===== config.mk =====
export PLATFORM = sky130hd
export DESIGN_NAME = i2c_bitbang_master_unit
export DESIGN_NICKNAME = d
export VERILOG_FILES = /design/src/rtl/core/i2cbb_pkg.sv /design/src/rtl/core/i2cbb_cfg.sv /design/src/rtl/core/i2cbb_step.sv /design/src/rtl/core/i2c_bitbang_master_unit.sv
export SDC_FILE = /design/constraint.sdc
export NUM_CORES = 1
export LEC_CHECK = 0
export BUFFER_PORTS_ARGS = -buffer_cell sky130_fd_sc_hd__buf_2
export CAP_MARGIN = 20
export CORE_MARGIN = 2
export CORE_UTILIZATION = 50
export CTS_CLUSTER_DIAMETER = 100
export DETAILED_ROUTE_END_ITERATION = 10
export PLACE_DENSITY_LB_ADDON = 0.08
export RECOVER_POWER = 50
export SLEW_MARGIN = 40
export SYNTH_ARGS = -nofsm -noshare
export SYNTH_HDL_FRONTEND = slang
export SYNTH_SLANG_ARGS = --single-unit

===== constraint.sdc =====
create_clock -name clk -period 3.9 [get_ports clk]
set_input_delay 0.39 -clock clk [delete_from_list [all_inputs] [get_ports clk]]
set_output_delay 0.39 -clock clk [all_outputs]
set_load 0.05 [all_outputs]

===== src/rtl/core/i2cbb_pkg.sv =====
`default_nettype none

package i2cbb_pkg;

    // Command codes carried in the cmd field
    localparam logic [2:0] CMD_NONE  = 3'd0;
    localparam logic [2:0] CMD_START = 3'd1;
    localparam logic [2:0] CMD_STOP  = 3'd2;
    localparam logic [2:0] CMD_SEND  = 3'd3;
    localparam logic [2:0] CMD_WAIT  = 3'd4;
    localparam logic [2:0] CMD_READ  = 3'd5;

    // Register map
    localparam int         CFG_AW          = 3;
    localparam logic [0:0] REG_TICKS_PER_US = 1'b0;
    localparam logic [0:0] REG_ACK_LIMIT    = 1'b1;
    localparam logic [9:0] TICKS_RESET      = 10'd72;
    localparam logic [15:0] ACK_LIMIT_RESET = 16'd250;

    localparam int         DLY_W    = 12;
    localparam logic [3:0] BITS_PER_BYTE = 4'd8;

    typedef enum logic [3:0] {
        PH_IDLE    = 4'd0,
        PH_ST_A    = 4'd1,
        PH_ST_B    = 4'd2,
        PH_SP_A    = 4'd3,
        PH_SP_B    = 4'd4,
        PH_WA_A    = 4'd5,
        PH_WA_B    = 4'd6,
        PH_WA_POLL = 4'd7,
        PH_TX_A    = 4'd8,
        PH_TX_B    = 4'd9,
        PH_TX_C    = 4'd10,
        PH_RD_A    = 4'd11,
        PH_RD_B    = 4'd12,
        PH_RK_A    = 4'd13,
        PH_RK_B    = 4'd14
    } i2cbb_phase_t;

    typedef struct packed {
        i2cbb_phase_t     phase;
        logic [2:0]       active_cmd;
        logic [DLY_W-1:0] delay_count;
        logic [3:0]       bit_count;
        logic [7:0]       shift;
        logic [15:0]      poll_count;
        logic             ack_choice;
        logic             scl;
        logic             sda;
        logic             drive;
        logic [7:0]       rx;
        logic             fail;
    } i2cbb_state_t;

    typedef struct packed {
        logic [2:0] cmd;
        logic [7:0] tx_byte;
        logic       send_ack;
        logic       sda_in;
    } i2cbb_item_t;

    typedef struct packed {
        logic [9:0]  ticks_per_us;
        logic [15:0] ack_limit;
    } i2cbb_cfg_t;

endpackage

`default_nettype wire


===== src/rtl/core/i2cbb_cfg.sv =====
`default_nettype none

module i2cbb_cfg (
    input  wire logic                        clk,
    input  wire logic                        rst_n,
    input  wire logic                        psel,
    input  wire logic                        penable,
    input  wire logic                        pwrite,
    input  wire logic [i2cbb_pkg::CFG_AW-1:0] paddr,
    input  wire logic [31:0]                 pwdata,
    output logic      [31:0]                 prdata,
    output logic                             pready,
    output i2cbb_pkg::i2cbb_cfg_t            cfg
);
    import i2cbb_pkg::*;

    logic [9:0]  tpu_reg;
    logic [15:0] lim_reg;
    logic        wr_en;

    assign pready = 1'b1;
    assign wr_en  = psel && penable && pwrite && pready;

    always_ff @(posedge clk or negedge rst_n)
    begin
        if (!rst_n)
        begin
            tpu_reg <= TICKS_RESET;
            lim_reg <= ACK_LIMIT_RESET;
        end
        else if (wr_en)
        begin
            if (paddr[2] == REG_TICKS_PER_US)
                tpu_reg <= pwdata[9:0];
            else
                lim_reg <= pwdata[15:0];
        end
    end

    // Unaligned reads return zero
    always_comb
    begin
        prdata = 32'd0;
        if (paddr[1:0] == 2'b00)
        begin
            if (paddr[2] == REG_TICKS_PER_US)
                prdata = {22'd0, tpu_reg};
            else
                prdata = {16'd0, lim_reg};
        end
    end

    assign cfg.ticks_per_us = tpu_reg;
    assign cfg.ack_limit    = lim_reg;

endmodule

`default_nettype wire


===== src/rtl/core/i2cbb_step.sv =====
`default_nettype none

module i2cbb_step (
    input  i2cbb_pkg::i2cbb_state_t st,
    input  i2cbb_pkg::i2cbb_item_t  item,
    input  i2cbb_pkg::i2cbb_cfg_t   cfg,
    output i2cbb_pkg::i2cbb_state_t nx,
    output logic                    done
);
    import i2cbb_pkg::*;

    logic [9:0]       tick;
    logic [DLY_W-1:0] dly1;
    logic [DLY_W-1:0] dly2;
    logic [DLY_W-1:0] dly4;

    // Zero ticks per microsecond acts as one
    assign tick = (cfg.ticks_per_us == 10'd0) ? 10'd1 : cfg.ticks_per_us;
    assign dly1 = {2'b00, tick};
    assign dly2 = {1'b0, tick, 1'b0};
    assign dly4 = {tick, 2'b00};

    always_comb
    begin
        nx   = st;
        done = 1'b0;
        if (st.phase == PH_WA_POLL)
        begin
            if (!item.sda_in)
            begin
                nx.scl  = 1'b0;
                nx.fail = 1'b0;
                done    = 1'b1;
            end
            else if (st.poll_count >= cfg.ack_limit)
            begin
                nx.drive       = 1'b1;
                nx.scl         = 1'b0;
                nx.sda         = 1'b0;
                nx.delay_count = dly4;
                nx.phase       = PH_SP_A;
            end
            else
            begin
                nx.poll_count = st.poll_count + 16'd1;
            end
        end
        else if (st.phase inside {[PH_ST_A:PH_RK_B]})
        begin
            if (st.delay_count > DLY_W'(1))
            begin
                nx.delay_count = st.delay_count - DLY_W'(1);
            end
            else
            begin
                case (st.phase)
                    PH_ST_A:
                    begin
                        nx.sda = 1'b0; nx.delay_count = dly4; nx.phase = PH_ST_B;
                    end
                    PH_ST_B:
                    begin
                        nx.scl = 1'b0; done = 1'b1;
                    end
                    PH_SP_A:
                    begin
                        nx.scl = 1'b1; nx.sda = 1'b1;
                        nx.delay_count = dly4; nx.phase = PH_SP_B;
                    end
                    PH_SP_B:
                    begin
                        if (st.active_cmd == CMD_WAIT)
                            nx.fail = 1'b1;
                        done = 1'b1;
                    end
                    PH_WA_A:
                    begin
                        nx.scl = 1'b1; nx.delay_count = dly1; nx.phase = PH_WA_B;
                    end
                    PH_WA_B:
                    begin
                        nx.phase = PH_WA_POLL;
                    end
                    PH_TX_A:
                    begin
                        nx.scl = 1'b1; nx.delay_count = dly2; nx.phase = PH_TX_B;
                    end
                    PH_TX_B:
                    begin
                        nx.scl = 1'b0; nx.delay_count = dly2; nx.phase = PH_TX_C;
                    end
                    PH_TX_C:
                    begin
                        nx.bit_count = st.bit_count + 4'd1;
                        if (nx.bit_count >= BITS_PER_BYTE)
                        begin
                            done = 1'b1;
                        end
                        else
                        begin
                            nx.sda         = st.shift[7];
                            nx.shift       = {st.shift[6:0], 1'b0};
                            nx.delay_count = dly2;
                            nx.phase       = PH_TX_A;
                        end
                    end
                    PH_RD_A:
                    begin
                        nx.scl         = 1'b1;
                        nx.shift       = {st.shift[6:0], item.sda_in};
                        nx.bit_count   = st.bit_count + 4'd1;
                        nx.delay_count = dly1;
                        nx.phase       = PH_RD_B;
                    end
                    PH_RD_B:
                    begin
                        nx.scl         = 1'b0;
                        nx.delay_count = dly2;
                        if (st.bit_count >= BITS_PER_BYTE)
                        begin
                            nx.drive = 1'b1;
                            nx.sda   = !st.ack_choice;
                            nx.phase = PH_RK_A;
                        end
                        else
                        begin
                            nx.phase = PH_RD_A;
                        end
                    end
                    PH_RK_A:
                    begin
                        nx.scl = 1'b1; nx.delay_count = dly2; nx.phase = PH_RK_B;
                    end
                    PH_RK_B:
                    begin
                        nx.scl = 1'b0; nx.rx = st.shift; done = 1'b1;
                    end
                    default:
                    begin
                        nx = st;
                    end
                endcase
            end
        end
        else
        begin
            // Idle, or a stray phase code that counts as idle
            nx.phase = PH_IDLE;
            if (item.cmd inside {[CMD_START:CMD_READ]})
            begin
                nx.active_cmd = item.cmd;
                case (item.cmd)
                    CMD_START:
                    begin
                        nx.drive = 1'b1; nx.sda = 1'b1; nx.scl = 1'b1;
                        nx.delay_count = dly4; nx.phase = PH_ST_A;
                    end
                    CMD_STOP:
                    begin
                        nx.drive = 1'b1; nx.scl = 1'b0; nx.sda = 1'b0;
                        nx.delay_count = dly4; nx.phase = PH_SP_A;
                    end
                    CMD_SEND:
                    begin
                        nx.drive       = 1'b1;
                        nx.scl         = 1'b0;
                        nx.sda         = item.tx_byte[7];
                        nx.shift       = {item.tx_byte[6:0], 1'b0};
                        nx.bit_count   = 4'd0;
                        nx.delay_count = dly2;
                        nx.phase       = PH_TX_A;
                    end
                    CMD_WAIT:
                    begin
                        nx.drive = 1'b0; nx.sda = 1'b1; nx.poll_count = 16'd0;
                        nx.delay_count = dly1; nx.phase = PH_WA_A;
                    end
                    default:
                    begin
                        nx.drive       = 1'b0;
                        nx.scl         = 1'b0;
                        nx.ack_choice  = item.send_ack;
                        nx.shift       = 8'd0;
                        nx.bit_count   = 4'd0;
                        nx.delay_count = dly2;
                        nx.phase       = PH_RD_A;
                    end
                endcase
            end
        end
        if (done)
            nx.phase = PH_IDLE;
    end

endmodule

`default_nettype wire


===== src/rtl/core/i2c_bitbang_master_unit.sv =====
`default_nettype none
// A tick transaction held in the input register goes through the step logic into the result
// slot when it is free or being emptied (input register, step logic, result register).
// Throughput: one tick item per cycle unless m_tready stalls; bus state steps once per item.
// The step logic (pin sequencer plus delay counter) is one short combinational pass.
// Reset (rst_n, asynchronous, active low): sequencer idle, SCL low, SDA high and driven,
// ticks_per_us 72, ack_limit 250, both pipeline stages empty.
module i2c_bitbang_master_unit (
    input  wire logic                         clk,
    input  wire logic                         rst_n,
    // input tick stream
    input  wire logic                         s_tvalid,
    output logic                              s_tready,
    // [2:0] cmd, [10:3] tx_byte, [11] send_ack, [12] sda_in, [15:13] zero
    input  wire logic [15:0]                  s_tdata,
    // result stream
    output logic                              m_tvalid,
    input  wire logic                         m_tready,
    // [0] scl_level, [1] sda_level, [2] sda_drive, [3] busy_res, [4] done_res,
    // [12:5] rx_byte, [13] ack_failed, [15:14] zero
    output logic      [15:0]                  m_tdata,
    // configuration port
    input  wire logic                         psel,
    input  wire logic                         penable,
    input  wire logic                         pwrite,
    input  wire logic [i2cbb_pkg::CFG_AW-1:0] paddr,
    input  wire logic [31:0]                  pwdata,
    output logic      [31:0]                  prdata,
    output logic                              pready
);
    import i2cbb_pkg::*;

    i2cbb_cfg_t   cfg;
    i2cbb_item_t  in_reg;
    logic         in_valid_reg;
    logic         out_valid_reg;
    logic [15:0]  out_reg;
    i2cbb_state_t state_reg;
    i2cbb_state_t state_next;
    logic         step_done;
    logic         advance;

    i2cbb_cfg u_cfg (
        .clk     (clk),
        .rst_n   (rst_n),
        .psel    (psel),
        .penable (penable),
        .pwrite  (pwrite),
        .paddr   (paddr),
        .pwdata  (pwdata),
        .prdata  (prdata),
        .pready  (pready),
        .cfg     (cfg)
    );

    i2cbb_step u_step (
        .st   (state_reg),
        .item (in_reg),
        .cfg  (cfg),
        .nx   (state_next),
        .done (step_done)
    );

    // Advance the held tick into the sequencer whenever the result slot is free
    // or being emptied this cycle; the input stage refills in the same cycle.
    assign advance  = in_valid_reg && (!out_valid_reg || m_tready);
    assign s_tready = !in_valid_reg || advance;

    always_ff @(posedge clk or negedge rst_n)
    begin
        if (!rst_n)
            in_valid_reg <= 1'b0;
        else if (s_tready)
            in_valid_reg <= s_tvalid;
    end

    // Input payload: no reset needed
    always_ff @(posedge clk)
    begin
        if (s_tready && s_tvalid)
        begin
            in_reg.cmd      <= s_tdata[2:0];
            in_reg.tx_byte  <= s_tdata[10:3];
            in_reg.send_ack <= s_tdata[11];
            in_reg.sda_in   <= s_tdata[12];
        end
    end

    // Bus state moves only when a tick is consumed
    always_ff @(posedge clk or negedge rst_n)
    begin
        if (!rst_n)
        begin
            state_reg.phase       <= PH_IDLE;
            state_reg.active_cmd  <= CMD_NONE;
            state_reg.delay_count <= '0;
            state_reg.bit_count   <= 4'd0;
            state_reg.shift       <= 8'd0;
            state_reg.poll_count  <= 16'd0;
            state_reg.ack_choice  <= 1'b0;
            state_reg.scl         <= 1'b0;
            state_reg.sda         <= 1'b1;
            state_reg.drive       <= 1'b1;
            state_reg.rx          <= 8'd0;
            state_reg.fail        <= 1'b0;
        end
        else if (advance)
        begin
            state_reg <= state_next;
        end
    end

    // Result slot: hold until taken, drop when taken without a refill
    always_ff @(posedge clk or negedge rst_n)
    begin
        if (!rst_n)
            out_valid_reg <= 1'b0;
        else if (advance)
            out_valid_reg <= 1'b1;
        else if (m_tready)
            out_valid_reg <= 1'b0;
    end

    always_ff @(posedge clk)
    begin
        if (advance)
        begin
            out_reg <= {2'b00, state_next.fail, state_next.rx, step_done,
                        (state_next.phase != PH_IDLE), state_next.drive,
                        state_next.sda, state_next.scl};
        end
    end

    assign m_tvalid = out_valid_reg;
    assign m_tdata  = out_reg;

    // A finishing command never reports itself busy
    a_done_not_busy: assert property (@(posedge clk) disable iff (!rst_n)
        out_valid_reg && out_reg[4] |-> !out_reg[3])
        else $error("done_res with busy_res set");

    // The shown busy flag tracks the sequencer state that produced it
    a_busy_matches_state: assert property (@(posedge clk) disable iff (!rst_n)
        out_valid_reg |-> (out_reg[3] == (state_reg.phase != PH_IDLE)))
        else $error("busy_res out of step with sequencer");

    // Bit counter never runs past one byte
    a_bit_count_range: assert property (@(posedge clk) disable iff (!rst_n)
        state_reg.bit_count <= BITS_PER_BYTE)
        else $error("bit counter overran a byte");

    // A consumed tick always yields a result on the next cycle
    a_result_follows: assert property (@(posedge clk) disable iff (!rst_n)
        advance |=> out_valid_reg)
        else $error("consumed tick produced no result");

endmodule

`default_nettype wire

==> out/qor.txt, run 1 <==
status: complete, but fails checks
failing checks: max-capacitance violations, max-slew violations
CTS resizes: 0
fillers: 1234
Worst Skew: 0.01452 ns
post-synth cell types: 78
die area: 15300 um^2
Clock Tree Root: clkbuf_16
FFs w/ async S/R, synth: 76.52%
initial DRC count: 443
Worst-path clk slew: 0.06 ns
FF+latch count, synth: 115
RSZ-0062 raised after global routing: no
worst-case clock buffer depth: 2
hold path depth: 1
drt pass-1 iters: 7
Least-Margin Pin Slew: 1.792 ns
most frequent cells in the layout: dfrtp_1, mux2_2, buf_2, nor2_1, nand2_1
Fin Setup TNS: 0 ns
Cells after Synth: 725
Tcrit/Tclk final: 93.81%
FMAX: 273.3 MHz
core area: 13930 um^2
Worst Setup End Kind: flop
arrival time at the worst endpoint: 3.96 ns
MaxCap Viol Count: 1
Min-Delay Path Class: primary input to flop
Initial Utilization: 51.41%
DRC: 0
Slew HR: -19.50%
Worst Path Required: 4.20 ns
Final #Nets: 861
top_reg_cell synth: dfrtp_1
gp weighted congestion: 0.9676
Crit path depth: 7
I/O Buffers: 70
layout cells sized above 1: 24.15%
WP buf/inv: 0
Startpoint Class: flop
die height: 123.7 um
pre-CTS setup slack: 0.2908 ns
largest net degree at the start of global routing: 71
power density cells: 622.1 nW/um^2
cell family with most CP delay: simple AND/OR/NAND/NOR gates
Syn Std Cell Area: 7164 um^2
Seq/Total Area, Yosys: 42.23%
Max Slew Vio Count: 71
syn avg cell area: 9.882 um^2
dominant cell type by area after synthesis: dfrtp_1
worst stage delay on the critical path: 0.72 ns
LEAKAGE: 3.612 nW
R2R depth: 7
Total GRT Usage: 24.52%
slowest cell on the critical path: o31a_1
Rows: 43
wire length per cell: 18.36 um
max reg flops: 60
fin crit period: 3.658 ns
cell-by-cell trace of the critical path: or4_4 -> or4_1 -> nor3_1 -> a221oi_1 -> nor4b_4 -> o31a_1 -> mux2_2
YS warnings: 0
Worst Setup Slack, final: 0.2415 ns
Critical Path Fanout Max: 12
final hold violations: 0
Detailed Route WL: 17900 um
CTS tree: yes
Inserted Diodes: 0
WS Path Type: flop to flop
H-tree depth: 4
grt ovf: 0
Synth top area share: 27.24%
first-pass GRT wire length: 28750 um
Worst IR Drop VDD: 0.4001 mV
vias in the first global route: 5581
Vias/cell: 5.961
Clock Sinks: 115
Chip Width: 123.7 um
most common cell after layout, fill and taps aside: dfrtp_1
clk_lat worst skew: 0.42 ns
post-DP HPWL: 12600 um
Layout area overhead: 13.74%
IO Count: 109
final-report setup violation count: 0
CTS Buf Count: 17
routed vias: 5812
ranking of synthesized cells by area: dfrtp_1, edfxtp_1, mux2_2
initial antenna violation count: 0
Detail Route Antenna Nets: 0
Post-synth EDFFs: 27
cell usage after synthesis, drive strengths merged (21+ instances only):
cell type / instances
nor2: 53
ha: 21
edfxtp: 27
o21ai: 40
buf: 28
mux2: 62
nand3: 23
clkbuf: 39
inv: 32
dfrtp: 78
a21oi: 31
nand2: 47
per-stage QoR:
step / util, % / cells / power (mW) / cell area, um^2 / hold WS, ns
4_1_cts: 58.70 / 975 / 5.071 / 8179 / 0.1312
3_5_place_dp: 54.62 / 942 / 3.584 / 7611 / 0.4368
2_1_floorplan: - / 742 / 3.094 / 7228 / 0.09441
5_1_grt: 58.48 / 975 / 5.351 / 8149 / 0.1367
6_report: 58.48 / 975 / 5.069 / 8149 / 0.1412
3_3_place_gp: 54.47 / 941 / 3.539 / 7590 / 0.4631
final timing paths:
| kind | startpoint | to | slack (ns) |
|---|---|---|---|
| worst max-delay path | state_reg[48]$_DFFE_PN0P_ | state_reg[43]$_DFFE_PN0P_ | 0.24 |
| worst min-delay path | s_tdata[6] | in_reg[5]$_DFFE_PP_ | 0.14 |
| worst max register to register | state_reg[48]$_DFFE_PN0P_ | state_reg[43]$_DFFE_PN0P_ | 0.24 |
| worst min register to register | in_reg[1]$_DFFE_PP_ | state_reg[12]$_DFFE_PN0P_ | 0.48 |
| max in group asynchronous | rst_n | state_reg[50]$_DFFE_PN0P_ | 1.07 |
| min in group asynchronous | rst_n | state_reg[46]$_DFFE_PN0P_ | 0.97 |
report_power, final:
group | internal (mW) | switching [mW] | total [mW]
Clock | 0.881 | 0.584 | 1.47
Combinational | 0.740 | 1.13 | 1.87
Sequential | 1.47 | 0.264 | 1.73
Total | 3.09 | 1.98 | 5.07
cells by family (layout without fill, tap and decap cells):
kind of cell | after synthesis | after routing | synth area share (%)
compound gates | 184 | 184 | 17.99
xor+xnor | 13 | 13 | 1.589
fa+ha+maj | 21 | 21 | 3.667
buf+inv | 99 | 152 | 6.374
flops | 115 | 115 | 42.23
mux | 80 | 80 | 12.63
other cells | 2 | 19 | 0.1048
simple gates | 211 | 211 | 15.42
what timing repair did:
action,in CTS,in global routing
setup buffers,0,0
hold buffers,1,0
hold endpoints to repair,1,0
area by class of cell:
class | instances | area, um^2 | share of cell area, %
clock buffers | 18 | 429.2 | 5.266
clock inverters | 14 | 128.9 | 1.581
inverters | 32 | 120.1 | 1.474
multi-input cells | 528 | 3752 | 46.05
flip-flops and latches | 115 | 3025 | 37.13
well taps | 180 | 225.2 | 2.764
repair buffers | 88 | 467.9 | 5.742
routing by layer:
layer	vias to the layer above	share of wire (%)	track usage (%)
li1	2760	-	-
met1	2790	46	33.35
met2	227	47	39.25
met3	35	5.2	4.075
met4	0	2.0	9.588
met5	-	0	0
worst reg2reg max path: cells and delay by family (launching register included):
kind             cells  cell delay [ns]
AND/OR/NAND/NOR      4             1.79
AO/OA/AOI/OAI        2             0.92
flip-flops           1             0.42
multiplexers         1             0.42
Note: power is estimated with default switching activity, not from simulation.
==> run 2: changes to the inputs <==
==> constraint.sdc (replaced) <==
create_clock -name clk -period 3.9 [get_ports clk]
set_input_delay 0.39 -clock clk [delete_from_list [all_inputs] [get_ports clk]]
set_output_delay 0.39 -clock clk [all_outputs]
set_load 0.1 [all_outputs]
==> out/qor.txt, run 2 (synthesis results as in run 1) <==
status: complete, but fails checks (unchanged)
failing checks: max-capacitance violations, max-slew violations (unchanged)
routed vias: 5791 (was 5812)
wire length per cell: 18.37 um (was 18.36 um)
final-report setup violation count: 0 (unchanged)
Worst IR Drop VDD: 0.4022 mV (was 0.4001 mV)
Detailed Route WL: 17910 um (was 17900 um)
fillers: 1230 (was 1234)
share of power burned in registers: 33.1% (was 34.2%)
worst-case clock buffer depth: 2 (unchanged)
sw frac: 40.87% (was 39.02%)
R2R depth: 7 (unchanged)
post-DP HPWL: 12600 um (unchanged)
cell family with most CP delay: simple AND/OR/NAND/NOR gates (unchanged)
critical hold path startpoint: s_tdata[6] (unchanged)
FMAX: 273.5 MHz (was 273.3 MHz)
RR Startpoint: state_reg[48]$_DFFE_PN0P_ (unchanged)
Worst Skew: 0.01093 ns (was 0.01452 ns)
Min-Delay Path Class: primary input to flop (unchanged)
Clock Tree Root: clkbuf_16 (unchanged)
RSZ-0062 raised after global routing: no (unchanged)
hold path depth: 1 (unchanged)
Detail Route Antenna Nets: 0 (unchanged)
Chip Width: 123.7 um (unchanged)
Inserted Diodes: 0 (unchanged)
cell-by-cell trace of the critical path: or4_4 -> or4_1 -> nor3_1 -> a221oi_1 -> nor4b_4 -> o31a_1 -> mux2_2 (unchanged)
Vias/cell: 5.939 (was 5.961)
grt ovf: 0 (unchanged)
I/O Buffers: 70 (unchanged)
gp weighted congestion: 0.9676 (unchanged)
Rows: 43 (unchanged)
drt pass-1 iters: 6 (was 7)
Clk pwr share: 28.0% (was 28.9%)
total area of sequential cells: 3025 um^2 (unchanged)
postcts setup bufs: 0 (unchanged)
LEAKAGE: 3.656 nW (was 3.612 nW)
clk_lat worst skew: 0.42 ns (about the same)
max reg flops: 60 (unchanged)
Least-Margin Pin Slew: 1.789 ns (was 1.792 ns)
CTS Buf Count: 17 (unchanged)
Total GRT Usage: 24.52% (unchanged)
Worst-path clk slew: 0.06 ns (about the same)
Int Pwr: 3.096 mW (was 3.091 mW)
capture point of the worst reg-to-reg path: state_reg[43]$_DFFE_PN0P_ (unchanged)
slowest cell on the critical path: o31a_1 (unchanged)
most common cell after layout, fill and taps aside: dfrtp_1 (unchanged)
Final #Nets: 861 (unchanged)
initial antenna violation count: 0 (unchanged)
H-tree depth: 4 (unchanged)
Layout area overhead: 14.01% (was 13.74%)
first-pass GRT wire length: 28750 um (unchanged)
combinational power share: 38.9% (was 36.9%)
Sw Pwr: 2.139 mW (was 1.978 mW)
initial DRC count: 446 (was 443)
area of the multi-input gates: 3752 um^2 (unchanged)
WP buf/inv: 0 (unchanged)
Worst Setup End Kind: flop (unchanged)
Startpoint Class: flop (unchanged)
Critical Path Fanout Max: 12 (unchanged)
Fin Setup TNS: 0 ns (unchanged)
total power draw: 5.235 mW (was 5.069 mW)
Clock Sinks: 115 (unchanged)
most frequent cells in the layout: dfrtp_1, buf_2, mux2_2, nor2_1, nand2_1 (was dfrtp_1, mux2_2, buf_2, nor2_1, nand2_1)
DRC: 0 (unchanged)
arrival time at the worst endpoint: 3.96 ns (about the same)
Initial Utilization: 51.41% (unchanged)
Worst Path Required: 4.20 ns (about the same)
layout cells sized above 1: 26.04% (was 24.15%)
flop-to-flop setup slack: 0.24 ns (about the same)
vias in the first global route: 5581 (unchanged)
die height: 123.7 um (unchanged)
worst stage delay on the critical path: 0.71 ns (was 0.72 ns)
Max Slew Vio Count: 71 (unchanged)
core area: 13930 um^2 (unchanged)
Worst Hold Endpoint: in_reg[5]$_DFFE_PP_ (unchanged)
largest net degree at the start of global routing: 71 (unchanged)
power density cells: 640.9 nW/um^2 (was 622.1 nW/um^2)
final hold violations: 0 (unchanged)
IO Count: 109 (unchanged)
WS Path Type: flop to flop (unchanged)
fin crit period: 3.656 ns (was 3.658 ns)
die area: 15300 um^2 (unchanged)
CTS tree: yes (unchanged)
Slew HR: -19.30% (was -19.50%)
Tcrit/Tclk final: 93.75% (was 93.81%)
MaxCap Viol Count: 1 (unchanged)
[run 2: stage by stage]
step                hold slack (ns)  utilization, %  setup WS (ns)  instances  area, um^2
detailed placement           0.4368           54.62         0.2908        942        7611
global placement             0.4631           54.47         0.3547        941        7590
global route                 0.1367           58.62         0.1392        975        8168
finish                       0.1427           58.62         0.2439        975        8168
floorplan                   0.09441               -         0.9310        742        7228
CTS                          0.1312           58.70         0.2754        975        8179
[run 2: worst reg2reg max path: cells and delay by family (launching register included)]
family | cells | cell delay, ns
AO/OA/AOI/OAI | 2 | 0.91
flip-flops | 1 | 0.42
multiplexers | 1 | 0.42
AND/OR/NAND/NOR | 4 | 1.79
[run 2: layer usage]
metal | global-route usage (%) | up-vias | share of wire, %
met5 | 0 | - | 0
met4 | 9.588 | 0 | 2.1
met3 | 4.075 | 32 | 5.0
met2 | 39.25 | 221 | 46
met1 | 33.35 | 2780 | 47
li1 | - | 2758 | -
[run 2: worst max-delay path by stage]
| stage | depth (start not counted) | slack [ns] | start | to |
|---|---|---|---|---|
| 2_1_floorplan | 10 | 0.93 | state_reg[41]$_DFFE_PN0P_ | state_reg[45]$_DFFE_PN0P_ |
| 3_3_place_gp | 7 | 0.35 | state_reg[48]$_DFFE_PN0P_ | state_reg[42]$_DFFE_PN0P_ |
| 3_5_place_dp | 7 | 0.29 | state_reg[48]$_DFFE_PN0P_ | state_reg[43]$_DFFE_PN0P_ |
| 4_1_cts | 7 | 0.28 | state_reg[48]$_DFFE_PN0P_ | state_reg[43]$_DFFE_PN0P_ |
| 5_1_grt | 7 | 0.14 | state_reg[48]$_DFFE_PN0P_ | state_reg[43]$_DFFE_PN0P_ |
| 6_report | 7 | 0.24 | state_reg[48]$_DFFE_PN0P_ | state_reg[43]$_DFFE_PN0P_ |
[run 2: what timing repair did]
action	CTS	global route
hold buffers	1	0
gates resized for setup	0	0
hold endpoints to repair	1	0
[run 2: layout make-up]
class,count,share of cell area [%]
clock buffer,18,5.254
clock inverter,14,1.578
inverter,32,1.471
multi-input combinational,528,45.94
sequential,115,37.04
tap,180,2.757
timing repair buffer,88,5.959
[run 2: power by group through the flow]
stage               sequential [mW]  combinational, mW  clock [mW]
floorplan                      1.75               1.50           0
global placement               1.73               1.96           0
detailed placement             1.75               1.99           0
CTS                            1.73               2.01        1.49
global route                   1.77               2.20        1.55
finish                         1.73               2.03        1.47
